<file path="src/rtl/core/bgai_pkg.sv">
// shared types, constants and curve tables for the battery gauge
// no dependencies; imported by every module of the block but bgai_sdiv
package bgai_pkg;

  localparam int unsigned SAMPLES_DEFAULT = 16;

  localparam int unsigned RAW_W       = 12;
  localparam int unsigned MV_W        = 12;
  localparam int unsigned PROD_W      = 24;
  localparam int unsigned PIN_W       = 13;
  localparam int unsigned CELL_W      = 14;
  localparam int unsigned PCT_W       = 8;
  localparam int unsigned CMV_W       = 13;
  localparam int unsigned SEG_W       = 4;
  localparam int unsigned SPAN_W      = 8;
  localparam int unsigned INTERP_W    = 12;
  localparam int unsigned CFG_IDX_W   = 2;
  localparam int unsigned CFG_DATA_W  = 12;

  localparam int unsigned FULL_SCALE_MV   = 3300;
  localparam int unsigned FULL_SCALE_CODE = 4095;
  localparam int unsigned THR_RESET       = 150;
  localparam int unsigned CURVE_POINTS    = 12;

  localparam logic [PCT_W-1:0] PCT_NONE = '1;
  localparam logic [PCT_W-1:0] PCT_FULL = PCT_W'(100);

  typedef enum logic [CFG_IDX_W-1:0] {
    REG_CAL_EN  = 2'd0,
    REG_CHG_THR = 2'd1
  } cfg_reg_e;

  typedef enum logic [2:0] {
    ST_IDLE,
    ST_CONV,
    ST_AVG_GO,
    ST_AVG,
    ST_SEG,
    ST_INTERP,
    ST_FIN
  } state_e;

  typedef struct packed {
    logic done;
    logic last;
  } acc_ctl_t;

  // discharge curve, highest point first
  function automatic logic [CMV_W-1:0] curve_mv(input logic [SEG_W-1:0] idx);
    logic [CMV_W-1:0] v;
    unique case (idx)
      4'd0:    v = 13'd4200;
      4'd1:    v = 13'd4100;
      4'd2:    v = 13'd4000;
      4'd3:    v = 13'd3900;
      4'd4:    v = 13'd3800;
      4'd5:    v = 13'd3700;
      4'd6:    v = 13'd3600;
      4'd7:    v = 13'd3500;
      4'd8:    v = 13'd3400;
      4'd9:    v = 13'd3300;
      4'd10:   v = 13'd3200;
      default: v = 13'd3000;
    endcase
    return v;
  endfunction

  function automatic logic [PCT_W-1:0] curve_pct(input logic [SEG_W-1:0] idx);
    logic [PCT_W-1:0] v;
    unique case (idx)
      4'd0:    v = 8'd100;
      4'd1:    v = 8'd90;
      4'd2:    v = 8'd80;
      4'd3:    v = 8'd70;
      4'd4:    v = 8'd60;
      4'd5:    v = 8'd50;
      4'd6:    v = 8'd37;
      4'd7:    v = 8'd25;
      4'd8:    v = 8'd15;
      4'd9:    v = 8'd8;
      4'd10:   v = 8'd3;
      default: v = 8'd0;
    endcase
    return v;
  endfunction

endpackage

</file>
<file path="src/rtl/core/bgai_acc.sv">
// sample conversion and accumulation: raw code to millivolts, running sum,
// good-sample and attempt counters; uses bgai_pkg
module bgai_acc #(
  parameter int unsigned SAMPLES = bgai_pkg::SAMPLES_DEFAULT,
  parameter int unsigned SUM_W   = 16,
  parameter int unsigned CNT_W   = 5
) (
  input  logic                        clk_i,
  input  logic                        rst_ni,
  input  logic                        take_i,
  input  logic                        clear_i,
  input  logic                        cal_en_i,
  input  logic                        read_ok_i,
  input  logic [bgai_pkg::RAW_W-1:0]  raw_code_i,
  input  logic                        cal_ok_i,
  input  logic [bgai_pkg::MV_W-1:0]   cal_mv_i,
  output bgai_pkg::acc_ctl_t          ctl_o,
  output logic [SUM_W-1:0]            sum_o,
  output logic [CNT_W-1:0]            good_o
);
  import bgai_pkg::*;

  logic [PROD_W-1:0] prod_q;
  logic [MV_W-1:0]   cal_mv_q;
  logic              use_cal_q, ok_q, stage_vld_q;
  logic [SUM_W-1:0]  sum_q, sum_d;
  logic [CNT_W-1:0]  good_q, good_d, att_q, att_d;
  logic [MV_W-1:0]   q0, mv_lin, mv_sel;
  logic [MV_W:0]     rem;

  always_ff @(posedge clk_i) begin
    if (take_i) begin
      prod_q    <= PROD_W'(raw_code_i) * PROD_W'(FULL_SCALE_MV);
      cal_mv_q  <= cal_mv_i;
      use_cal_q <= cal_en_i & cal_ok_i;
      ok_q      <= read_ok_i;
    end
  end

  always_ff @(posedge clk_i or negedge rst_ni) begin
    if (!rst_ni) begin
      stage_vld_q <= 1'b0;
      sum_q       <= '0;
      good_q      <= '0;
      att_q       <= '0;
    end else begin
      stage_vld_q <= take_i;
      sum_q       <= sum_d;
      good_q      <= good_d;
      att_q       <= att_d;
    end
  end

  // x/4095 = q0 + carry, with q0 = x>>12 and the remainder below 2*4095
  always_comb begin
    q0     = prod_q[PROD_W-1 -: MV_W];
    rem    = {1'b0, prod_q[MV_W-1:0]} + {1'b0, q0};
    mv_lin = q0 + MV_W'(rem >= (MV_W+1)'(FULL_SCALE_CODE));
    mv_sel = use_cal_q ? cal_mv_q : mv_lin;
  end

  always_comb begin
    sum_d  = sum_q;
    good_d = good_q;
    att_d  = att_q;
    if (clear_i) begin
      sum_d  = '0;
      good_d = '0;
      att_d  = '0;
    end else if (stage_vld_q) begin
      att_d = att_q + CNT_W'(1);
      if (ok_q) begin
        sum_d  = sum_q + SUM_W'(mv_sel);
        good_d = good_q + CNT_W'(1);
      end
    end
  end

  assign ctl_o.done = stage_vld_q;
  assign ctl_o.last = (att_q == CNT_W'(SAMPLES - 1));
  assign sum_o      = sum_q;
  assign good_o     = good_q;

endmodule

</file>
<file path="src/rtl/core/bgai_sdiv.sv">
// restoring divider, one quotient bit per cycle through a shift register
// standalone, no package dependency
module bgai_sdiv #(
  parameter int unsigned DVD_W = 16,
  parameter int unsigned DVS_W = 8
) (
  input  logic             clk_i,
  input  logic             rst_ni,
  input  logic             start_i,
  input  logic [DVD_W-1:0] dividend_i,
  input  logic [DVS_W-1:0] divisor_i,
  output logic             done_o,
  output logic [DVD_W-1:0] quotient_o
);

  localparam int unsigned CW = $clog2(DVD_W + 1);

  logic [DVD_W-1:0] quo_q, quo_d;
  logic [DVS_W-1:0] rem_q, rem_d, dvs_q;
  logic [CW-1:0]    cnt_q, cnt_d;
  logic             run_q, run_d, done_q, done_d;
  logic [DVS_W:0]   partial, diff;
  logic             ge;

  always_ff @(posedge clk_i or negedge rst_ni) begin
    if (!rst_ni) begin
      run_q  <= 1'b0;
      done_q <= 1'b0;
      cnt_q  <= '0;
    end else begin
      run_q  <= run_d;
      done_q <= done_d;
      cnt_q  <= cnt_d;
    end
  end

  always_ff @(posedge clk_i) begin
    quo_q <= quo_d;
    rem_q <= rem_d;
    if (start_i) begin
      dvs_q <= divisor_i;
    end
  end

  always_comb begin
    partial = {rem_q, quo_q[DVD_W-1]};
    diff    = partial - {1'b0, dvs_q};
    ge      = ~diff[DVS_W];
    quo_d   = quo_q;
    rem_d   = rem_q;
    cnt_d   = cnt_q;
    run_d   = run_q;
    done_d  = 1'b0;
    if (start_i) begin
      quo_d = dividend_i;
      rem_d = '0;
      cnt_d = CW'(DVD_W);
      run_d = 1'b1;
    end else if (run_q) begin
      quo_d = {quo_q[DVD_W-2:0], ge};
      rem_d = ge ? diff[DVS_W-1:0] : partial[DVS_W-1:0];
      cnt_d = cnt_q - CW'(1);
      if (cnt_q == CW'(1)) begin
        run_d  = 1'b0;
        done_d = 1'b1;
      end
    end
  end

  assign done_o     = done_q;
  assign quotient_o = quo_q;

endmodule

</file>
<file path="src/rtl/core/battery_gauge_average_interpolate.sv">
// battery gauge top level: sample accumulation, serial averaging and
// piecewise-linear percent lookup; uses bgai_pkg, bgai_acc, bgai_sdiv
//
// input channel (in_valid_i / in_stall_o): one item per adc sample attempt,
//   taken on a clock edge with in_valid_i high and in_stall_o low
// output channel (out_valid_o / out_stall_i): one reading every
//   SAMPLES_PER_READING items, held in an output register until taken
// config channel (cfg_valid_i / cfg_ready_o): index 0 calibration enable,
//   index 1 charge threshold; unknown indices are dropped; always ready
// timing: an item that does not close a reading occupies the block for a
//   capture step and then a convert-and-accumulate step
// the closing item adds the averaging divide and the curve divide, both in
//   the shared bit-serial divider, plus the control states ST_AVG_GO,
//   ST_SEG and ST_FIN
// both divides are skipped when no sample succeeded, the second divide when
//   the result is charging or off either end of the curve
// reset: accumulators and counters clear, threshold returns to 150 mV,
//   calibration off, no reading pending
// when the receiver stalls, a finished reading waits in the output
//   register; new items are still taken until the next reading completes
module battery_gauge_average_interpolate #(
  parameter int unsigned SAMPLES_PER_READING = bgai_pkg::SAMPLES_DEFAULT
) (
  input  logic                              clk_i,
  input  logic                              rst_ni,
  // sample attempts
  input  logic                              in_valid_i,
  output logic                              in_stall_o,
  input  logic                              read_ok_i,
  input  logic [bgai_pkg::RAW_W-1:0]        raw_code_i,
  input  logic                              cal_ok_i,
  input  logic [bgai_pkg::MV_W-1:0]         cal_mv_i,
  // readings
  output logic                              out_valid_o,
  input  logic                              out_stall_i,
  output logic signed [bgai_pkg::PIN_W-1:0] pin_mv_o,
  output logic signed [bgai_pkg::CELL_W-1:0] cell_mv_out_o,
  output logic                              charging_o,
  output logic signed [bgai_pkg::PCT_W-1:0] percent_o,
  // register writes
  input  logic                              cfg_valid_i,
  output logic                              cfg_ready_o,
  input  logic [bgai_pkg::CFG_IDX_W-1:0]    cfg_index_i,
  input  logic [bgai_pkg::CFG_DATA_W-1:0]   cfg_data_i
);
  import bgai_pkg::*;

  // sum of up to SAMPLES_PER_READING 12-bit values, counters hold the count
  localparam int unsigned SUM_W = $clog2(FULL_SCALE_CODE * SAMPLES_PER_READING + 1);
  localparam int unsigned CNT_W = $clog2(SAMPLES_PER_READING + 1);
  localparam int unsigned DIV_W = (CNT_W > SPAN_W) ? CNT_W : SPAN_W;

  state_e state_q, state_d;

  // configuration
  logic              cal_en_q;
  logic [MV_W-1:0]   thr_q;

  // accumulator and divider hookup
  acc_ctl_t          acc_ctl;
  logic              in_take, acc_clear;
  logic [SUM_W-1:0]  acc_sum;
  logic [CNT_W-1:0]  acc_good;
  logic              div_start, div_done;
  logic [SUM_W-1:0]  div_dividend, div_quo;
  logic [DIV_W-1:0]  div_divisor;

  // reading under construction
  logic [MV_W-1:0]   avg_q;
  logic              no_sample_q, charging_q, interp_q;
  logic [PCT_W-1:0]  pct_fixed_q, base_q;

  // curve segment search
  logic [CMV_W-1:0]  cell_mv;
  logic [SEG_W-1:0]  seg;
  logic [CMV_W-1:0]  seg_lo;
  logic [SPAN_W-1:0] span_mv, delta;
  logic [PCT_W-1:0]  pct_step;
  logic [INTERP_W-1:0] interp_num;
  logic              is_charging, on_curve;

  // output register
  logic              out_valid_q, out_load;
  logic [PIN_W-1:0]  pin_q;
  logic [CELL_W-1:0] cell_q;
  logic              chg_out_q;
  logic [PCT_W-1:0]  pct_q, pct_final;

  assign in_stall_o  = (state_q != ST_IDLE);
  assign in_take     = in_valid_i & ~in_stall_o;
  assign cfg_ready_o = 1'b1;

  always_ff @(posedge clk_i or negedge rst_ni) begin
    if (!rst_ni) begin
      cal_en_q <= 1'b0;
      thr_q    <= MV_W'(THR_RESET);
    end else if (cfg_valid_i && cfg_ready_o) begin
      unique case (cfg_index_i)
        REG_CAL_EN:  cal_en_q <= cfg_data_i[0];
        REG_CHG_THR: thr_q    <= cfg_data_i[MV_W-1:0];
        default: ;
      endcase
    end
  end

  bgai_acc #(
    .SAMPLES (SAMPLES_PER_READING),
    .SUM_W   (SUM_W),
    .CNT_W   (CNT_W)
  ) u_acc (
    .clk_i      (clk_i),
    .rst_ni     (rst_ni),
    .take_i     (in_take),
    .clear_i    (acc_clear),
    .cal_en_i   (cal_en_q),
    .read_ok_i  (read_ok_i),
    .raw_code_i (raw_code_i),
    .cal_ok_i   (cal_ok_i),
    .cal_mv_i   (cal_mv_i),
    .ctl_o      (acc_ctl),
    .sum_o      (acc_sum),
    .good_o     (acc_good)
  );

  bgai_sdiv #(
    .DVD_W (SUM_W),
    .DVS_W (DIV_W)
  ) u_div (
    .clk_i      (clk_i),
    .rst_ni     (rst_ni),
    .start_i    (div_start),
    .dividend_i (div_dividend),
    .divisor_i  (div_divisor),
    .done_o     (div_done),
    .quotient_o (div_quo)
  );

  // segment lookup: the lowest-numbered point after the first at or below the cell voltage
  always_comb begin
    cell_mv = {avg_q, 1'b0};
    seg     = SEG_W'(CURVE_POINTS - 1);
    for (int i = CURVE_POINTS - 1; i >= 1; i--) begin
      if (cell_mv >= curve_mv(SEG_W'(i))) begin
        seg = SEG_W'(i);
      end
    end
    seg_lo      = curve_mv(seg);
    span_mv     = SPAN_W'(curve_mv(seg - SEG_W'(1)) - seg_lo);
    pct_step    = curve_pct(seg - SEG_W'(1)) - curve_pct(seg);
    delta       = SPAN_W'(cell_mv - seg_lo);
    interp_num  = INTERP_W'(pct_step[SEG_W-1:0] * delta);
    is_charging = avg_q < thr_q;
    // strictly above the bottom point and not above the top point
    on_curve    = !is_charging && cell_mv <= curve_mv(SEG_W'(0)) &&
                  cell_mv > curve_mv(SEG_W'(CURVE_POINTS - 1));
  end

  assign pct_final = interp_q ? (base_q + div_quo[PCT_W-1:0]) : pct_fixed_q;
  assign out_load  = (state_q == ST_FIN) && (!out_valid_q || !out_stall_i);

  always_ff @(posedge clk_i or negedge rst_ni) begin
    if (!rst_ni) begin
      state_q <= ST_IDLE;
    end else begin
      state_q <= state_d;
    end
  end

  always_comb begin
    state_d      = state_q;
    acc_clear    = 1'b0;
    div_start    = 1'b0;
    div_dividend = acc_sum;
    div_divisor  = DIV_W'(acc_good);
    unique case (state_q)
      ST_IDLE: begin
        if (in_take) state_d = ST_CONV;
      end
      ST_CONV: begin
        state_d = acc_ctl.last ? ST_AVG_GO : ST_IDLE;
      end
      ST_AVG_GO: begin
        // sum is latched by the divider, so the accumulator may clear now
        acc_clear = 1'b1;
        if (acc_good == '0) begin
          state_d = ST_FIN;
        end else begin
          div_start = 1'b1;
          state_d   = ST_AVG;
        end
      end
      ST_AVG: begin
        if (div_done) state_d = ST_SEG;
      end
      ST_SEG: begin
        div_dividend = SUM_W'(interp_num);
        div_divisor  = DIV_W'(span_mv);
        if (on_curve) begin
          div_start = 1'b1;
          state_d   = ST_INTERP;
        end else begin
          state_d = ST_FIN;
        end
      end
      ST_INTERP: begin
        if (div_done) state_d = ST_FIN;
      end
      ST_FIN: begin
        if (out_load) state_d = ST_IDLE;
      end
      default: state_d = ST_IDLE;
    endcase
  end

  // reading under construction
  always_ff @(posedge clk_i) begin
    if (state_q == ST_AVG_GO) begin
      no_sample_q <= (acc_good == '0);
      interp_q    <= 1'b0;
    end
    if (state_q == ST_AVG && div_done) begin
      avg_q <= div_quo[MV_W-1:0];
    end
    if (state_q == ST_SEG) begin
      charging_q <= is_charging;
      base_q     <= curve_pct(seg);
      interp_q   <= on_curve;
      // fixed percent only matters off the curve or while charging
      if (!is_charging && cell_mv > curve_mv(SEG_W'(0))) begin
        pct_fixed_q <= PCT_FULL;
      end else begin
        pct_fixed_q <= PCT_NONE;
      end
    end
  end

  // output register
  always_ff @(posedge clk_i or negedge rst_ni) begin
    if (!rst_ni) begin
      out_valid_q <= 1'b0;
    end else if (out_load) begin
      out_valid_q <= 1'b1;
    end else if (!out_stall_i) begin
      out_valid_q <= 1'b0;
    end
  end

  always_ff @(posedge clk_i) begin
    if (out_load) begin
      if (no_sample_q) begin
        pin_q     <= '1;
        cell_q    <= '1;
        chg_out_q <= 1'b0;
        pct_q     <= PCT_NONE;
      end else begin
        pin_q     <= PIN_W'(avg_q);
        cell_q    <= CELL_W'({avg_q, 1'b0});
        chg_out_q <= charging_q;
        pct_q     <= pct_final;
      end
    end
  end

  assign out_valid_o   = out_valid_q;
  assign pin_mv_o      = pin_q;
  assign cell_mv_out_o = cell_q;
  assign charging_o    = chg_out_q;
  assign percent_o     = pct_q;

endmodule

</file>
<file path="config.mk">
export PLATFORM = sky130hd
export DESIGN_NAME = battery_gauge_average_interpolate
export DESIGN_NICKNAME = d
export VERILOG_FILES = /design/src/rtl/core/bgai_pkg.sv /design/src/rtl/core/bgai_acc.sv /design/src/rtl/core/bgai_sdiv.sv /design/src/rtl/core/battery_gauge_average_interpolate.sv
export SDC_FILE = /design/constraint.sdc
export NUM_CORES = 1
export LEC_CHECK = 0
export BUFFER_PORTS_ARGS = -buffer_cell sky130_fd_sc_hd__buf_4
export CAP_MARGIN = 20
export CORE_MARGIN = 5
export CORE_UTILIZATION = 50
export CTS_CLUSTER_DIAMETER = 40
export DETAILED_ROUTE_END_ITERATION = 7
export GPL_ROUTABILITY_DRIVEN = 0
export PLACE_DENSITY = 0.7
export SLEW_MARGIN = 5
export SYNTH_ARGS = -nofsm -noshare
export SYNTH_HDL_FRONTEND = slang
export SYNTH_SLANG_ARGS = --single-unit
</file>
<file path="constraint.sdc">
create_clock -name clk_i -period 6.9 [get_ports clk_i]
set_clock_uncertainty 0.1 [all_clocks]
set_input_delay 0.69 -clock clk_i [delete_from_list [all_inputs] [get_ports clk_i]]
set_output_delay 0.69 -clock clk_i [all_outputs]
set_load 0.01 [all_outputs]
</file>
# Word level (Yosys, flattened, before mapping)
# Memory sizes are Yosys's and may differ from the RTL's. A register that Yosys moved wholly into a read port is not among the register bits.
# Index checks and enable logic that the tools add are counted.
# totals
regBits,174
mem_bits_ro,688
inputBits,45
out_inout_bits,39
word_cells,155
mem_count,5
# classes
addsub,12
n_mul,2
order_cmp,15
n_eq_ne,14
muxes,52
bitwise,4
reduce_logical,21
# mem_list
name,depth,width,read_ports,rd_ports_with_merged_regs,write_ports,line_no,rtl
(name not given),16,11,1,0,0,bgai_pkg.sv:51,unique case (idx)
(name not given),16,11,1,0,0,bgai_pkg.sv:51,
(name not given),16,7,1,1,0,bgai_pkg.sv:70,unique case (idx)
(name not given),16,7,1,0,0,bgai_pkg.sv:70,
(name not given),16,7,1,0,0,bgai_pkg.sv:70,
# ops
cell,count
13-bit by 12-bit >= comparator with 1-bit output (second input constant),10
16-bit two-way mux,6
5-bit two-way mux,8
4-bit two-way mux,9
8-bit two-way mux,3
12-bit by 10-bit multiplier with 22-bit output (second input constant),1
3-bit one-hot mux with 7 select lines,1
16-bit by 12-bit adder with 16-bit output,1
8-bit subtractor,2
3-bit two-way mux,5
1-bit two-way mux,14
14-bit two-way mux,1
12-bit by 12-bit adder with 13-bit output,1
13-bit >= comparator (second input constant),1
13-bit by 12-bit > comparator with 1-bit output (second input constant),1
13-bit > comparator (second input constant),1
13-bit <= comparator (second input constant),1
13-bit two-way mux,1
12-bit by 1-bit adder with 12-bit output,1
12-bit < comparator,1
4-bit by 8-bit multiplier with 12-bit output,1
12-bit two-way mux,1
5-bit by 1-bit adder with 5-bit output (second input constant),2
3-bit equality test (second input constant),3
26 further kinds,44

# Depth between registers and ports, before layout
# Gate-level depths: netlist of run 1.
# An unclocked memory read counts as a cell.
# logic_depth
ltp_word,17
ltp_mapped,33
ltp_nobuf,31

# Modules after synthesis
# Synthesis of run 1 repeated with hierarchy kept, for this count alone.
# unflattened
cells_unflattened,1300
hier_area_um2,13228.9
# by_module_without_submodules
module,n_inst,cells_per_inst,area_each_um2,seq_area_each_um2
bgai_acc,1,563,5788.1,1756.7
battery_gauge_average_interpolate,1,568,5378.9,1781.7
bgai_sdiv,1,169,2062.0,1056.0

# Least setup slack after synthesis of run 1
# OpenSTA, ideal clock, no wires.
# synth_timing
path_kind,flip-flop to flip-flop
start,reg avg_q[4]
end,reg u_div.quo_q[11] (netlist: u_div.quotient_o[11]) (data pin)
setup_ps,261
t_arrival_ps,6699
t_required_ps,6539
setup_slack_ps,-160
path_stages_with_launch,32
path_buffers,2
synth_period_minus_slack_ps,7060
cell_sequence,edfxtp_1 -> buf_2 -> or4_1 -> a21oi_2 -> o221a_2 -> o21ai_2 -> a21boi_4 -> inv_2 -> ha_1 -> inv_1 -> ha_1 -> clkbuf_1 -> nor2_1 -> a21oi_1 -> ha_1 -> a21o_1 -> a21oi_1 -> xor2_2 -> xnor2_2 -> nor2_1 -> fa_1 -> inv_1 -> fa_1 -> inv_1 -> ha_1 -> nor2b_1 -> o21ai_0 -> a21oi_1 -> o41ai_1 -> xor2_1 -> nor2_1 -> a221o_1
# synth_via
elab_chain_cells,17
elab_cells_between_ends,37
classes_between,add/sub (3); mul (1); order compare (13); mux (14); reduce/logical (3); memory (3)
# synth_lines
element,line_no,rtl
from (decl),battery_gauge_average_interpolate.sv:69,logic [MV_W-1:0] avg_q;
from (signal assigned),battery_gauge_average_interpolate.sv:222,avg_q <= div_quo[MV_W-1:0];
13-bit by 12-bit >= comparator with 1-bit output,battery_gauge_average_interpolate.sv:143,if (cell_mv >= curve_mv(SEG_W'(i))) begin
1-bit two-way mux,battery_gauge_average_interpolate.sv:143,
4-bit two-way mux (9 in a row),battery_gauge_average_interpolate.sv:143,
4-bit by 1-bit subtractor with 4-bit output,battery_gauge_average_interpolate.sv:149,pct_step = curve_pct(seg - SEG_W'(1)) - curve_pct(seg);
memory read 16 x 7 bit,--,
4-bit subtractor,battery_gauge_average_interpolate.sv:149,
4-bit by 8-bit multiplier with 12-bit output,battery_gauge_average_interpolate.sv:151,interp_num = INTERP_W'(pct_step[SEG_W-1:0] * delta);
16-bit two-way mux,battery_gauge_average_interpolate.sv:175,unique case (state_q)
16-bit two-way mux (*),bgai_sdiv.sv:54,if (start_i) begin
via u_div.quo_d[11],bgai_sdiv.sv:18,"logic [DVD_W-1:0] quo_q, quo_d;"
to (signal assigned),bgai_sdiv.sv:38,quo_q <= quo_d;
to (decl),bgai_sdiv.sv:18,
# Mark *: on every way through the listed nets, which the timed path passes. The rest lies on a longest branch.
# A chain may end at the register's enable or synchronous reset.

# Final worst setup path of run 1
# layout_timing
start,reg avg_q[3]
end,reg u_div.quo_q[9] (netlist: u_div.quotient_o[9]) (data pin)
# Same word-level chain as after synthesis.

==> results of run 1 <==
==> repair_timing <==
| action | CTS | global route |
|---|---|---|
| gates cloned | 0 | 0 |
| setup endpoints to repair | 3 | 5 |
| gates resized for setup | 5 | 36 |
| setup buffers | 11 | 11 |
| pin swaps | 7 | 19 |
==> report_power, final <==
group          internal, mW  leakage (nW)  switching (mW)  total (mW)
Sequential             1.48          1.67           0.295        1.78
Combinational          1.17          4.76            1.41        2.57
Clock                 0.530         0.307           0.468       0.998
Total                  3.18          6.74            2.17        5.35
==> critical path, delay by kind of cell, from the launching register on <==
family	cells	cell delay, ps
AND/OR/NAND/NOR	6	890
XOR/XNOR	3	510
flip-flops	1	500
adder cells (fa/ha/maj)	6	2140
AO/OA/AOI/OAI	11	1740
buffers and inverters	6	580
==> layout by cell type (no fill, tap or decap), types with 7 or more instances in the layout <==
cell       count
mux2i_1       10
nor2b_1       17
a211oi_1       9
clkbuf_16     17
edfxtp_1     105
and2_1         7
nor3_1        21
fa_1          47
dfxtp_1        8
nor2_1       101
nand2b_1      16
nand3_1       23
dfrtp_1       47
ha_1         159
and3_1        12
xor2_1        36
nand4_1       10
mux2_2        16
o22ai_1        7
xnor2_1       39
inv_1        136
nand2_1       92
buf_4        120
a21oi_1       55
a21o_1        24
or2_2         18
o21ai_0       54
or3_1          9
inv_8          7
a31oi_1        8
o21a_1        14
==> metal layers <==
layer	vias to the layer above	part of all wire (%)
met5	-	0
met4	0	2.3
met3	47	4.7
met2	255	49
met1	4514	44
li1	4697	-
==> kinds of logic (layout without fill, tap and decap cells) <==
family,count (synthesis),in the layout,share of synthesized area [%]
AND/OR/NAND/NOR,365,365,14.1
buffers and inverters,191,299,6.20
multiplexers,26,26,2.17
flip-flops,164,164,35.5
AO/OA/AOI/OAI,249,249,12.9
adder cells (fa/ha/maj),213,213,23.4
XOR/XNOR,80,80,5.70
other,1,1,0.0290
==> per-stage QoR <==
step / power, mW / std cells / utilization, %
2_1_floorplan: 3.70 / 1289 / -
3_3_place_gp: 4.29 / 1673 / 54.8
3_5_place_dp: 4.35 / 1673 / 54.8
4_1_cts: 5.37 / 1716 / 57.7
5_1_grt: 5.81 / 1727 / 58.8
6_report: 5.35 / 1727 / 58.8
==> area by class of cell <==
type / count / area, µm² / share of cell area (%)
Clock buffer: 17 / 425 / 2.86
Tap cell: 330 / 413 / 2.77
Clock inverter: 15 / 198 / 1.33
Sequential cell: 164 / 4590 / 30.8
Inverter: 144 / 546 / 3.66
Multi-Input combinational cell: 934 / 7780 / 52.3
Timing Repair Buffer: 123 / 935 / 6.28
==> sequential cells by signal, indices dropped and copies added, names as in the netlist, 3 cells and up <==
name and flops:
avg_q 12, u_acc.prod_q 22, percent_o 8, u_acc.sum_o 16, u_div.dvs_q 8, u_div.rem_q 8, cell_mv_out_o 13, state_q 3
u_div.cnt_q 5, base_q 7, u_acc.cal_mv_q 12, u_acc.good_o 5, thr_q 12, u_acc.att_q 5, u_div.quotient_o 16
==> how the worst max path moves through the flow <==
stage                                end     start  cells past startpoint
CTS                 u_div.quotient_o[11]  avg_q[4]                     31
finish               u_div.quotient_o[9]  avg_q[3]                     32
global route        u_div.quotient_o[11]  avg_q[9]                     31
global placement    u_div.quotient_o[11]  avg_q[4]                     30
detailed placement  u_div.quotient_o[11]  avg_q[3]                     29
floorplan           u_div.quotient_o[11]  avg_q[4]                     32
==> impl_metrics.ini, run 1 <==
[sta]
worst_setup_margin_ps = 191
max_freq_mhz = 149
period_share_pct = 97.2
final_period_demand_of_the_worst_path_ps = 6710
slew_violations = 0
finalHoldViolCount = 0
setup_viol = 0
finalSetupTns_ps = 0
max_slew.worst_pin.slew_ps = 1050
holdWs_ps = 168
max-slew-margin-rel_pct = 29.8

[logic_synthesis]
post_synthesis_net_count = 1547
yosysMostFrequentCell = ha_1
synth_seq_area_share_pct = 35.5
synth-seq-cells = 164
edff_count_synth = 105
synth_common_cells = ha_1 (165), inv_1 (138), edfxtp_1 (105)
synth_largest_type_area_fraction_pct = 24.4
synth_cell_type_count = 86
postSynth.topFlopCell = edfxtp_1
post_synth_main_area_contributors = edfxtp_1 (24%), ha_1 (16%), dfrtp_1 (9.1%)
post_synth_inst_count = 1289
post_synth_instance_area_um2 = 12900
postSynth.asyncResetShare_pct = 31.1
synthesis.area_per_instance_um2 = 10.0
synth_area_leader_cell = edfxtp_1
synth-warning-count = 0

[setup_path]
worstPathRequired_ps = 6990
slowest_delay_ps = 570
critical_path.endpoint_type = flip-flop
critical_path.reg2reg.endpoint = u_div.quotient_o[9]
type_of_origin_of_the_critical_path = flip-flop
r2r_cells = 32
path_max_fanout = 6
crit_type = reg2reg
timing.rr.start = avg_q[3]
ff2ff_setup_slack_ps = 190
critical_path_arrival_ps = 6800
timing.critical_path.slowest_stage_cell = fa_1

[layout]
insertedDiodeCount = 0
fin_nets = 1642
final_design_area_no_fill_um2 = 14900
area_growth_pct = 15.1
drive_above_1_share_pct = 18.3
num-fill-cells = 2142

[clock_network]
worstSkewPairLatency_ps = 440
cts_tree = done
h-tree-depth = 4
clk_pin_slew_worst_paths_ps = 80
cts_sinks = 164
clk_path_buf_depth = 2
cts-buffers-inserted = 17
hold_buffers = 0
clock-root-buffer = clkbuf_16

[route]
ant_nets = 0
routed-via-count = 9513
post_drt_wl_per_cell_um = 16.4
drt_drc_violations_left = 0
drt-initial-drc-count = 605
drt_wl_total_um = 28300
via_per_inst = 5.51
drt_pre_antenna_iters = 5

[power]
worst_ir_drop_vdd_mv = 0.208
cellPowerDensity_nw_per_um2 = 359
cellLeakagePower_nw = 6.74

[die]
initial_utilization_pct = 51.1
coreArea_um2 = 25300
design.die.area_um2 = 29200
placement_rows = 58
design.portCount = 84
die_height_um = 171
die_width_um = 171

[global_routing]
met1_usage_pct = 26.0
globalRouteMet2Util_pct = 33.6
maximum_number_of_pins_on_one_net_before_global_route_repair = 52
grt_antenna_before_repair = 0
track_usage_pct = 19.7
vias_in_the_first_global_route = 9473
global_route.usage.met3_pct = 3.07
grt-busiest-layer = met2
globalRoute.totalOverflow = 0
grt_pass1_wl_um = 46200

[hold_path]
hold_path.class = in2async

[place]
dpl_wire_length_um = 21900
post_dp_area_um2 = 13900
dp_slack_ps = -108
buffer_ports.inserted = 82

[outcome]
status = finished, final reports clean

[job]
max_cap_viol_count = 0
No activity file was read; power rests on OpenSTA's default activity.
==> run 2: changes to the inputs <==
Settings changed: PLACE_DENSITY 0.7 to 0.68.
Clock period 6.9 ns to 6.4 ns, I/O delays scaled along.
==> run 2 against run 1 <==
  * The flow now finishes with violations (negative setup slack)
  * Sequential power increased by 8%
  * Non-clock buffer count rose by 15
  * Die area did not move
  * Clock power about the same
  * Global-route usage grew 0.53 points
  * Final cell count increased by 0.87%
  * Routed wire length rose by 2.1%
  * Via count rose by 0.21%
  * Count of clock-buffer cells in the layout unchanged
  * Sequential share of layout area fell by 0.088 points
  * Maximum frequency increased by 4.2%
  * Final area up 0.29%
  * Largest cell class unchanged
  * Highest routed layer unchanged
==> impl_metrics.ini, run 2 (synthesized netlist as in run 1, its figures left out) <==
[outcome]
status = complete, but fails checks
failing_checks = negative setup slack

[setup_path]
worstPathRequired_ps = 6470
type_of_origin_of_the_critical_path = flip-flop
critical_path.endpoint_type = flip-flop
critical_path_arrival_ps = 6510
critical_path_s_top_delay_family = compound AO/OA/AOI/OAI gates
timing.critical_path.slowest_stage_cell = or4_4
cp_num_buf_inv = 3
crit_type = reg2reg
path_max_fanout = 8
slowest_delay_ps = 570
path_common_cell = inv_2

[clock_network]
worstSkewPairLatency_ps = 430
cts_tree = done
clk_path_buf_depth = 2
cts_sinks = 164
cts-buffers-inserted = 17
clock-root-buffer = clkbuf_16
clk_pin_slew_worst_paths_ps = 80
h-tree-depth = 4

[layout]
largest_reg_flops = 22
multiInputGateArea_um2 = 7760
final_design_area_no_fill_um2 = 14900
insertedDiodeCount = 0
num-fill-cells = 2169
fin_nets = 1657
area_growth_pct = 15.4
max_flop_register = u_acc.prod_q
drive_above_1_share_pct = 19.2
finalCoreUtilization_pct = 59.0
regArea_um2 = 4590
layout.cells.most_common_list = ha_1 (159), buf_4 (138), inv_1 (134), edfxtp_1 (105), nor2_1 (101)
final_common_cell = ha_1

[power]
switching_power_mw = 2.35
worst_ir_drop_vdd_mv = 0.196
design_power_total_mw = 5.73
power.internal_mw = 3.38
comb_power_share_pct = 48.6
p_seq_share_pct = 33.6
power.share.clock_pct = 17.7
cellLeakagePower_nw = 6.77
cellPowerDensity_nw_per_um2 = 383
sw_frac_of_total_pct = 41.1

[place]
post_dp_area_um2 = 14200
dp_slack_ps = -125
buffer_ports.inserted = 82
dpl_wire_length_um = 22200

[sta]
rsz0062_at_grt = true
max_freq_mhz = 155
slew_violations = 0
setup_viol = 3
finalHoldViolCount = 0
final_period_demand_of_the_worst_path_ps = 6440
max-slew-margin-rel_pct = 29.7
period_share_pct = 101
finalSetupTns_ps = -102
worst_setup_margin_ps = -38.7
max_slew.worst_pin.slew_ps = 1050

[die]
initial_utilization_pct = 51.1
placement_rows = 58
design.die.area_um2 = 29200
design.portCount = 84
die_width_um = 171
die_height_um = 171
coreArea_um2 = 25300

[global_routing]
vias_in_the_first_global_route = 9521
grt_antenna_before_repair = 0
globalRoute.totalOverflow = 0
track_usage_pct = 20.2
grt_pass1_wl_um = 47500
maximum_number_of_pins_on_one_net_before_global_route_repair = 52

[hold_path]
hold_path.class = in2async

[route]
post_drt_wl_per_cell_um = 16.6
ant_nets = 0
routed-via-count = 9533
drt_wl_total_um = 28900
via_per_inst = 5.47
drt-initial-drc-count = 661
drt_drc_violations_left = 0
drt_pre_antenna_iters = 5

[job]
max_cap_viol_count = 0
[run 2: cell types whose count changed in the layout (fill, tap and decap cells not counted), moves of 2 or more]
cell,delta
inv_2,+2
clkinv_8,+2
o21ai_0,-2
buf_6,-3
o21ai_2,-2
inv_6,+2
o21ai_1,+3
inv_8,-6
inv_1,-2
buf_4,+18
[run 2: path summary, 6_finish.rpt]
path / cells past startpoint / to / slack, ps / startpoint
worst max register to register: 29 / u_div.quotient_o[10] / -40 / avg_q[2]
worst min register to register: 1 / cal_en_q / 400 / cal_en_q
max in group asynchronous: 1 / cal_en_q / 5580 / rst_ni
worst min-delay path: 1 / out_valid_o / 140 / rst_ni
worst max-delay path: 29 / u_div.quotient_o[10] / -40 / avg_q[2]
min in group clk_i: 1 / u_acc.cal_mv_q[10] / 280 / cal_mv_i[10]
[run 2: repair_timing]
item	4_1_cts	5_1_grt
pin swaps	2	9
resized for setup	2	15
hold buffers	0	0
endpoints found under the hold margin	0	0
buffers inserted	5	8
setup endpoints to repair	3	5
[run 2: power groups by stage]
stage                     sequential (mW)  combinational, mW  clock [mW]
after floorplan                      1.78               2.23           0
after global placement               1.93               2.72           0
after detailed placement             1.94               2.80           0
after CTS                            1.92               2.82        1.03
after global routing                 1.96               3.18        1.08
final                                1.93               2.79        1.02
[run 2: routing by layer]
layer	part of all wire [%]	up-vias	routed length [µm]	GRT usage, %
met1	45	4565	13000	26.7
li1	-	4724	-	-
met3	3.9	42	1120	2.45
met4	2.3	0	677	6.34
met5	0	-	0	0
met2	49	202	14200	35.0
[run 2: area by class of cell]
class	instances	area share, %
clock buffer	17	2.85
clock inverter	15	1.08
inverter	144	3.65
multi-input combinational	934	52.0
sequential	164	30.8
tap	330	2.76
timing repair buffer	138	6.94
[run 2: metrics by stage]
step,hold slack [ps],std cells
finish,142,1742
global route,200,1742
CTS,167,1734
detailed placement,392,1697
global placement,383,1696
floorplan,244,1289
